File: config.mk
export PLATFORM = sky130hd
export DESIGN_NAME = n_queens_solution_enumerator_unit
export DESIGN_NICKNAME = d
export VERILOG_FILES = /design/src/nq_pkg.sv /design/src/nq_ctrl.sv /design/src/nq_dpath.sv /design/src/n_queens_solution_enumerator_unit.sv
export SDC_FILE = /design/constraint.sdc
export NUM_CORES = 1
export LEC_CHECK = 0
export ABC_AREA = 0
export CAP_MARGIN = 5
export CORE_ASPECT_RATIO = 2
export CORE_UTILIZATION = 42
export DETAILED_ROUTE_END_ITERATION = 10
export DONT_BUFFER_PORTS = 1
export GPL_ROUTABILITY_DRIVEN = 0
export PLACE_DENSITY = 0.6
export SLEW_MARGIN = 20
export SYNTH_ARGS = -nofsm -noshare
export SYNTH_HDL_FRONTEND = slang
export SYNTH_HIERARCHICAL = 1
export SYNTH_SLANG_ARGS = --single-unit
export TNS_END_PERCENT = 20
File: constraint.sdc
create_clock -name clk -period 19.9 [get_ports clk]
set_input_delay 1.99 -clock clk [delete_from_list [all_inputs] [get_ports clk]]
set_output_delay 1.99 -clock clk [all_outputs]
set_load 0.05 [all_outputs]
File: src/nq_pkg.sv
`timescale 1ns / 1ps
// ----------------------------------------------------------------------------
// nq_pkg: shared types and constants of the N-queens enumerator
// Holds field widths, the board size reset value and the command and status
// structs that pass between the controller and the datapath.
// ----------------------------------------------------------------------------
package nq_pkg;

    // Width of one column number and of the board size register.
    localparam int COL_W     = 4;
    localparam int BSIZE_W   = 4;
    localparam logic [BSIZE_W-1:0] BSIZE_RESET = 4'd8;

    // Result layout: ten rows of four bits and a ten-bit solution count.
    localparam int OUT_ROWS  = 10;
    localparam int QCOLS_W   = OUT_ROWS * COL_W;
    localparam int SOLNUM_W  = 10;
    localparam logic [SOLNUM_W-1:0] SOLNUM_MAX = 10'd1023;

    // APB register map.
    localparam int APB_AW    = 3;
    localparam int APB_DW    = 32;
    localparam logic REG_IDX_BSIZE = 1'b0;

    // Commands from the controller to the datapath.
    typedef struct packed {
        logic clear;       // drop the search and the solution count
        logic launch;      // set up the step loop for a new request
        logic step;        // one placement or retreat step
        logic give_empty;  // load an exhausted result without searching
    } nq_cmd_t;

    // Status from the datapath to the controller.
    typedef struct packed {
        logic finished;    // the search has run out of solutions
        logic hit;         // all rows are placed: a solution stands
        logic dead;        // retreat from an empty board: search exhausted
    } nq_sts_t;

endpackage

File: src/nq_ctrl.sv
`timescale 1ns / 1ps
// ----------------------------------------------------------------------------
// nq_ctrl: sequencing state machine of the N-queens enumerator
// Takes one request, drives the datapath step by step until a solution or
// the end of the search, then holds the result until it is transferred.
// ----------------------------------------------------------------------------
module nq_ctrl
    import nq_pkg::*;
(
    input  logic    clk,
    input  logic    rst_n,
    input  logic    in_valid,
    output logic    in_ready,
    input  logic    restart,
    output logic    out_valid,
    input  logic    out_ready,
    input  nq_sts_t sts,
    output nq_cmd_t cmd
);

    localparam logic [1:0] ST_IDLE   = 2'd0;
    localparam logic [1:0] ST_LAUNCH = 2'd1;
    localparam logic [1:0] ST_STEP   = 2'd2;
    localparam logic [1:0] ST_OUT    = 2'd3;

    logic [1:0] state_reg;
    logic [1:0] state_next;

    // Next state and command decode.
    always_comb
    begin
        state_next = state_reg;
        cmd        = '0;
        in_ready   = 1'b0;
        out_valid  = 1'b0;
        case (state_reg)
            ST_IDLE:
            begin
                in_ready = 1'b1;
                if (in_valid)
                begin
                    cmd.clear  = restart;
                    state_next = ST_LAUNCH;
                end
            end
            ST_LAUNCH:
            begin
                if (sts.finished)
                begin
                    cmd.give_empty = 1'b1;
                    state_next     = ST_OUT;
                end
                else
                begin
                    cmd.launch = 1'b1;
                    state_next = ST_STEP;
                end
            end
            ST_STEP:
            begin
                cmd.step = 1'b1;
                if (sts.hit || sts.dead)
                begin
                    state_next = ST_OUT;
                end
            end
            ST_OUT:
            begin
                out_valid = 1'b1;
                if (out_ready)
                begin
                    state_next = ST_IDLE;
                end
            end
            default:
            begin
                state_next = ST_IDLE;
            end
        endcase
    end

    // State register.
    always_ff @(posedge clk or negedge rst_n)
    begin
        if (!rst_n)
        begin
            state_reg <= ST_IDLE;
        end
        else
        begin
            state_reg <= state_next;
        end
    end

endmodule

File: src/nq_dpath.sv
`timescale 1ns / 1ps
// ----------------------------------------------------------------------------
// nq_dpath: backtracking datapath of the N-queens enumerator
// Keeps the placed queens and the column and diagonal occupancy masks, and
// performs at most one placement or one retreat per step command.
// ----------------------------------------------------------------------------
module nq_dpath
    import nq_pkg::*;
#(
    parameter int MAX_BOARD = 10,
    localparam int ROW_W    = $clog2(MAX_BOARD + 1),
    localparam int ADDR_W   = $clog2(MAX_BOARD),
    localparam int DIAGS    = 2 * MAX_BOARD - 1,
    localparam int DIAG_W   = $clog2(DIAGS),
    localparam int PACK_ROWS = (MAX_BOARD < OUT_ROWS) ? MAX_BOARD : OUT_ROWS
)
(
    input  logic                clk,
    input  logic                rst_n,
    input  nq_cmd_t             cmd,
    input  logic                cfg_clear,
    input  logic [ROW_W-1:0]    n,
    output nq_sts_t             sts,
    output logic                found,
    output logic [QCOLS_W-1:0]  queen_columns,
    output logic [SOLNUM_W-1:0] solution_number
);

    // Search state.
    logic [COL_W-1:0]     placed_reg [MAX_BOARD];
    logic [ROW_W-1:0]     row_reg, row_next;
    logic [ROW_W-1:0]     start_reg, start_next;
    logic                 retreat_reg, retreat_next;
    logic [MAX_BOARD-1:0] col_reg, col_next;
    logic [DIAGS-1:0]     down_reg, down_next;
    logic [DIAGS-1:0]     up_reg, up_next;
    logic                 finished_reg, finished_next;
    logic [SOLNUM_W-1:0]  count_reg, count_next;

    // Result register.
    logic                 found_reg;
    logic [QCOLS_W-1:0]   qcols_reg;
    logic [SOLNUM_W-1:0]  solnum_reg;

    // Step decode and helpers.
    logic                 at_top;
    logic                 do_hit, do_dead, do_pop, do_place;
    logic [MAX_BOARD-1:0] free_cols;
    logic                 any_free;
    logic [COL_W-1:0]     pick;
    logic [ROW_W-1:0]     prow;
    logic [COL_W-1:0]     pcol;
    logic [ROW_W-1:0]     mrow;
    logic [COL_W-1:0]     mcol;
    logic [DIAG_W-1:0]    down_idx, up_idx;
    logic [SOLNUM_W-1:0]  count_inc;
    logic [QCOLS_W-1:0]   packed_cols;

    assign at_top   = (row_reg == n);
    assign do_hit   = cmd.step && !retreat_reg && at_top;
    assign do_dead  = cmd.step && retreat_reg && (row_reg == '0);
    assign do_pop   = cmd.step && retreat_reg && (row_reg != '0);
    assign do_place = cmd.step && !retreat_reg && !at_top && any_free;

    assign sts.finished = finished_reg;
    assign sts.hit      = !retreat_reg && at_top;
    assign sts.dead     = retreat_reg && (row_reg == '0);

    // Free squares of the current row at or right of the start column.
    always_comb
    begin
        int dsel;
        int usel;
        for (int c = 0; c < MAX_BOARD; c++)
        begin
            dsel = int'(row_reg) + int'(n) - 1 - c;
            usel = int'(row_reg) + c;
            free_cols[c] = (c < int'(n)) && (c >= int'(start_reg)) && !col_reg[c]
                           && !down_reg[DIAG_W'(dsel)] && !up_reg[DIAG_W'(usel)];
        end
    end

    // Leftmost free column.
    always_comb
    begin
        pick = '0;
        for (int c = MAX_BOARD - 1; c >= 0; c--)
        begin
            if (free_cols[c])
            begin
                pick = COL_W'(c);
            end
        end
    end

    assign any_free = |free_cols;

    // The queen that a retreat lifts, and the square that is marked or cleared.
    assign prow     = row_reg - 1'b1;
    assign pcol     = placed_reg[prow[ADDR_W-1:0]];
    assign mrow     = do_pop ? prow : row_reg;
    assign mcol     = do_pop ? pcol : pick;
    assign down_idx = DIAG_W'(int'(mrow) + int'(n) - 1 - int'(mcol));
    assign up_idx   = DIAG_W'(int'(mrow) + int'(mcol));

    assign count_inc = (count_reg == SOLNUM_MAX) ? count_reg : count_reg + 1'b1;

    // Pack the placed rows; rows at or above the board size read as zero.
    always_comb
    begin
        packed_cols = '0;
        for (int r = 0; r < PACK_ROWS; r++)
        begin
            if (r < int'(n))
            begin
                packed_cols[r*COL_W +: COL_W] = placed_reg[ADDR_W'(r)];
            end
        end
    end

    // Next values of the search state.
    always_comb
    begin
        row_next      = row_reg;
        start_next    = start_reg;
        retreat_next  = retreat_reg;
        col_next      = col_reg;
        down_next     = down_reg;
        up_next       = up_reg;
        finished_next = finished_reg;
        count_next    = count_reg;
        if (cfg_clear || cmd.clear)
        begin
            row_next      = '0;
            start_next    = '0;
            retreat_next  = 1'b0;
            col_next      = '0;
            down_next     = '0;
            up_next       = '0;
            finished_next = 1'b0;
            count_next    = '0;
        end
        else if (cmd.launch)
        begin
            retreat_next = at_top;
            start_next   = '0;
        end
        else
        begin
            // Placing sets the three marks and a retreat clears them.
            if (do_pop || do_place)
            begin
                col_next  = col_reg ^ (MAX_BOARD'(1) << mcol);
                down_next = down_reg ^ (DIAGS'(1) << down_idx);
                up_next   = up_reg ^ (DIAGS'(1) << up_idx);
            end
            if (do_pop)
            begin
                row_next     = prow;
                start_next   = ROW_W'(int'(pcol) + 1);
                retreat_next = 1'b0;
            end
            else if (do_place)
            begin
                row_next   = row_reg + 1'b1;
                start_next = '0;
            end
            else if (cmd.step && !retreat_reg && !at_top)
            begin
                retreat_next = 1'b1;
            end
            if (do_dead)
            begin
                finished_next = 1'b1;
            end
            if (do_hit)
            begin
                count_next = count_inc;
            end
        end
    end

    // Control registers.
    always_ff @(posedge clk or negedge rst_n)
    begin
        if (!rst_n)
        begin
            row_reg      <= '0;
            start_reg    <= '0;
            retreat_reg  <= 1'b0;
            col_reg      <= '0;
            down_reg     <= '0;
            up_reg       <= '0;
            finished_reg <= 1'b0;
            count_reg    <= '0;
        end
        else
        begin
            row_reg      <= row_next;
            start_reg    <= start_next;
            retreat_reg  <= retreat_next;
            col_reg      <= col_next;
            down_reg     <= down_next;
            up_reg       <= up_next;
            finished_reg <= finished_next;
            count_reg    <= count_next;
        end
    end

    // Column of each placed row.
    always_ff @(posedge clk)
    begin
        if (do_place)
        begin
            placed_reg[row_reg[ADDR_W-1:0]] <= pick;
        end
    end

    // Result register, loaded on a solution or on an exhausted search.
    always_ff @(posedge clk)
    begin
        if (do_hit)
        begin
            found_reg  <= 1'b1;
            qcols_reg  <= packed_cols;
            solnum_reg <= count_inc;
        end
        else if (do_dead || cmd.give_empty)
        begin
            found_reg  <= 1'b0;
            qcols_reg  <= '0;
            solnum_reg <= count_reg;
        end
    end

    assign found           = found_reg;
    assign queen_columns   = qcols_reg;
    assign solution_number = solnum_reg;

endmodule

File: src/n_queens_solution_enumerator_unit.sv
`timescale 1ns / 1ps
// ----------------------------------------------------------------------------
// n_queens_solution_enumerator_unit: N-queens backtracking enumerator
// Returns the solutions of the N-queens puzzle one per request, in
// depth-first order with columns tried left to right.
// ----------------------------------------------------------------------------
// Usage: each transfer on the input channel (in_valid/in_ready, field
// restart) asks for the next solution; restart high first drops the search
// and the solution count. Each request gives exactly one result on the
// output channel (out_valid/out_ready): found, queen_columns (four bits per
// row, row zero lowest) and solution_number. After the last solution every
// request returns found low until a restart.
// Flow: after the transfer the block passes a launch state, then steps the
// datapath through each placement, each dead end and each retreat of the
// search; an already exhausted search goes from the launch state straight
// to the result. With a single step unit, one request is handled at a time,
// so in_ready is low from the transfer until the result is taken.
// The result is held while out_ready is low. Reset sets the board size to
// eight and clears the search. A write to board_size (APB, address 0) also
// clears the search; write it only while the block is idle.
// ----------------------------------------------------------------------------
module n_queens_solution_enumerator_unit
    import nq_pkg::*;
#(
    parameter int MAX_BOARD = 10
)
(
    input  logic                clk,
    input  logic                rst_n,
    input  logic                psel,
    input  logic                penable,
    input  logic                pwrite,
    input  logic [APB_AW-1:0]   paddr,
    input  logic [APB_DW-1:0]   pwdata,
    output logic [APB_DW-1:0]   prdata,
    output logic                pready,
    input  logic                in_valid,
    output logic                in_ready,
    input  logic                restart,
    output logic                out_valid,
    input  logic                out_ready,
    output logic                found,
    output logic [QCOLS_W-1:0]  queen_columns,
    output logic [SOLNUM_W-1:0] solution_number
);

    localparam int ROW_W = $clog2(MAX_BOARD + 1);

    logic [BSIZE_W-1:0] bsize_reg;
    logic               cfg_wr;
    logic [ROW_W-1:0]   n;
    nq_cmd_t            cmd;
    nq_sts_t            sts;

    // Register port: one board size register at word zero.
    assign pready = 1'b1;
    assign cfg_wr = psel && penable && pwrite && (paddr[2] == REG_IDX_BSIZE);
    assign prdata = (paddr[2] == REG_IDX_BSIZE) ? APB_DW'(bsize_reg) : '0;

    always_ff @(posedge clk or negedge rst_n)
    begin
        if (!rst_n)
        begin
            bsize_reg <= BSIZE_RESET;
        end
        else if (cfg_wr)
        begin
            bsize_reg <= pwdata[BSIZE_W-1:0];
        end
    end

    // Effective board size, held to the range one to MAX_BOARD.
    always_comb
    begin
        if (bsize_reg == '0)
        begin
            n = ROW_W'(1);
        end
        else if (int'(bsize_reg) > MAX_BOARD)
        begin
            n = ROW_W'(MAX_BOARD);
        end
        else
        begin
            n = ROW_W'(bsize_reg);
        end
    end

    nq_ctrl u_ctrl (
        .clk       (clk),
        .rst_n     (rst_n),
        .in_valid  (in_valid),
        .in_ready  (in_ready),
        .restart   (restart),
        .out_valid (out_valid),
        .out_ready (out_ready),
        .sts       (sts),
        .cmd       (cmd)
    );

    nq_dpath #(
        .MAX_BOARD (MAX_BOARD)
    ) u_dpath (
        .clk             (clk),
        .rst_n           (rst_n),
        .cmd             (cmd),
        .cfg_clear       (cfg_wr),
        .n               (n),
        .sts             (sts),
        .found           (found),
        .queen_columns   (queen_columns),
        .solution_number (solution_number)
    );

    // A request and a pending result never overlap.
    assert property (@(posedge clk) disable iff (!rst_n)
        !(in_ready && out_valid))
        else $error("input ready while a result is pending");

    // After a transfer in, no new request is taken until the result leaves.
    assert property (@(posedge clk) disable iff (!rst_n)
        (in_valid && in_ready) |=> !in_ready)
        else $error("second request taken during a search");

    // A solution always carries a nonzero solution number.
    assert property (@(posedge clk) disable iff (!rst_n)
        (out_valid && found) |-> (solution_number != '0))
        else $error("solution with zero solution number");

    // An exhausted result carries an empty board.
    assert property (@(posedge clk) disable iff (!rst_n)
        (out_valid && !found) |-> (queen_columns == '0))
        else $error("exhausted result with queens on the board");

endmodule

==> metrics.md <==
| Metric | Value |
|---|---|
| Status | finished, final reports clean |
| Final setup viols | 0 |
| Critical Path Sink Type | flip-flop |
| Cell Rows | 89 |
| Antenna violations before repair | 0 |
| Clock-pin slew on the worst setup and hold paths | ~0.07 ns |
| Crit share post-route | a little under half |
| Antenna Violating Nets Remaining | 0 |
| Cell variety after synth | 84 |
| Post-Syn Instances | between 1,000 and 1,500 |
| Most common cell after layout, fill and taps aside | edfxtp_1 |
| Post-layout nets | 1,234 |
| Die Span X | ~120 um |
| Mapped Area | 12,600 um2 |
| Kind of critical path | reg2reg |
| Register area share after synthesis | a little over two fifths |
| Routed len/inst | about 24 um |
| First-pass GRT wire length | ~55,000 um |
| Setup TNS | 0 ns |
| Fmax | between 100 and 150 MHz |
| Count of state elements after synthesis | ~190 |
| Vias in the first global route | 9,517 |
| Starting Density | between 40% and 50% |
| Min Tclk post-route | 9.03 ns |
| Avg Inst Size Synth | approximately 11 um2 |
| Post-synth EDFFs | 114 |
| Area growth syn-to-layout | 6.61% |
| TritonCTS clock tree | done |
| Unrepaired setup endpoints after global routing | no |
| Pre-antenna DRT Iters | 7 |
| Clk buf depth | 2 |
| Asr flop ratio synth | approximately two fifths |
| Startpoint Class | flip-flop |
| Antenna cells | 0 |
| Worst min-delay path category | reg2reg |
| Vias | between 9,000 and 10,000 |
| Synth area leaders | edfxtp_1 27%, dfrtp_1 14%, mux4_2 11% |
| GR Util All Layers | 24.0% |
| Residual DRC | 0 |
| Post-CTS Setup Bufs | 0 |
| Slew @ Worst Pin | 1.19 ns |
| Dominant synthesized flop cell | edfxtp_1 |
| H-tree level count | 4 |
| Vias/cell | 6.15 |
| First DRT Iteration DRCs | about 680 |
| Max Cap Viol | 0 |
| Clock Skew | between 0.015 and 0.02 ns |
| Skew-Pair Late Insertion Delay | roughly 0.45 ns |
| Core ar. | 29,500 um2 |
| I/O Buffers | 0 |
| Final wirelength | approximately 36,000 um |
| Fin. Hold Viols | 0 |
| R2R setup slack | about 11 ns |
| Most frequent cells in the layout | 114 x edfxtp_1, 94 x nor2_1, 86 x nand2_1, 72 x dfrtp_1, 59 x mux4_2 |
| Max FFs per register | 64 |
| Synth warnings | 6 |
| Layout cell share with drive strength beyond 1 | 12.7% |
| Worst-path fanout max | 26 |
| Root Buffer | clkbuf_16 |
| Detail Placement HPWL | about 27,000 um |
| Final Max Tran Viols | 0 |
| TritonCTS buffer count | 17 |
| Overflow after GRT | 0 |
| CTS sink cnt | ~190 |
| Worst EP arrival | between 9 and 10 ns |
| Yosys top cell area share | 27.1% |
| Critical path required time | 20.21 ns |
| Leading area contributor after synthesis | edfxtp_1 |
| Full die area | about 31,000 um2 |
| Die Height | ~250 um |
| Post-CTS sizing | 0 |
| Max-slew headroom | between 10% and 20% |
| Io pins | approximately 130 |
| Largest net degree at the start of global routing | between 70 and 80 |
| Hold buffer count at CTS | 0 |
worst paths after layout:
check,startpoint,endpoint,depth (start not counted)
max in group asynchronous,rst_n,bsize_reg[3],0
hold / removal,u_dpath/finished_reg,u_dpath/finished_reg,2
setup reg to reg,bsize_reg[3],u_dpath/down_reg[18],27
hold reg to reg,u_dpath/finished_reg,u_dpath/finished_reg,2
min in group asynchronous,rst_n,u_dpath/up_reg[3],0
setup / recovery,bsize_reg[3],u_dpath/down_reg[18],27
kinds of logic after synthesis:
logic type | count (synthesis) | synth area share (%)
fa+ha+maj | 51 | 5.45
simple gates | 439 | 18.6
mux | 99 | 13.8
buf+inv | 132 | 5.12
flops | 189 | 41.9
xor+xnor | 82 | 6.18
compound gates | 171 | 8.87
other cells | 2 | 0.0594
metrics by stage:
stage / util, % / cell area, um2 / instances / hold slack, ns / setup WS (ns)
floorplan: - / 12700 / 1192 / 0.464 / 12.76
global placement: 43.6 / 12900 / 1486 / 0.511 / 11.09
detailed placement: 43.6 / 12900 / 1486 / 0.528 / 11.02
CTS: 45.6 / 13500 / 1518 / 0.547 / 10.99
global route: 45.7 / 13500 / 1518 / 0.565 / 10.29
finish: 45.7 / 13500 / 1518 / 0.539 / 10.87
area by class of cell:
cell class	instances	area (um2)
clock buffer	17	425
clock inverter	15	175
fill	2664	16000
inverter	44	165
multi-input combinational	871	6820
sequential	189	5300
tap	364	455
timing repair buffer	18	135
Yosys cell counts (10+ instances only):
library cell    n
a21oi_1        38
and2_1         26
and3_1         44
buf_2          16
buf_4          31
clkbuf_1       35
dfrtp_1        73
edfxtp_1      114
ha_1           43
inv_1          42
mux2_2         10
mux2i_1        29
mux4_2         59
nand2_1        86
nand2b_1       11
nand3_1        38
nand4_1        15
nand4b_1       11
nor2_1         96
nor2b_1        14
nor3_1         21
nor4_1         13
o21ai_0        38
o22ai_1        12
or3_1          15
or4_1          11
xnor2_1        41
xor2_1         36
worst max-delay path, stage by stage, from the launching register on:
cell	delay [ns]
dfstp_2	0.83
a21o_1	0.34
inv_1	0.21
ha_1	0.34
inv_1	0.08
ha_1	0.21
inv_1	0.08
fa_1	1.15
inv_1	0.41
ha_1	0.43
or3_1	0.45
nand3_1	0.23
nor4_1	0.07
a21o_1	0.26
or3b_2	0.47
a31oi_1	0.25
o31a_1	0.65
fa_1	0.29
inv_1	0.04
ha_1	0.19
inv_1	0.07
fa_1	0.21
xor2_1	0.70
nand2_1	0.31
nor2_1	0.25
nand4_1	0.13
xor2_1	0.17
nor2_1	0.05
routing by layer:
metal	global-route usage [%]	routed length, um
met4	20.2	3170
met1	21.4	11300
met5	0	0
met2	45.9	20000
met3	4.28	1360
Power is left out: the tool's default activity adds up to more than one toggle a clock period on the data nets, which glitch-free logic cannot reach.
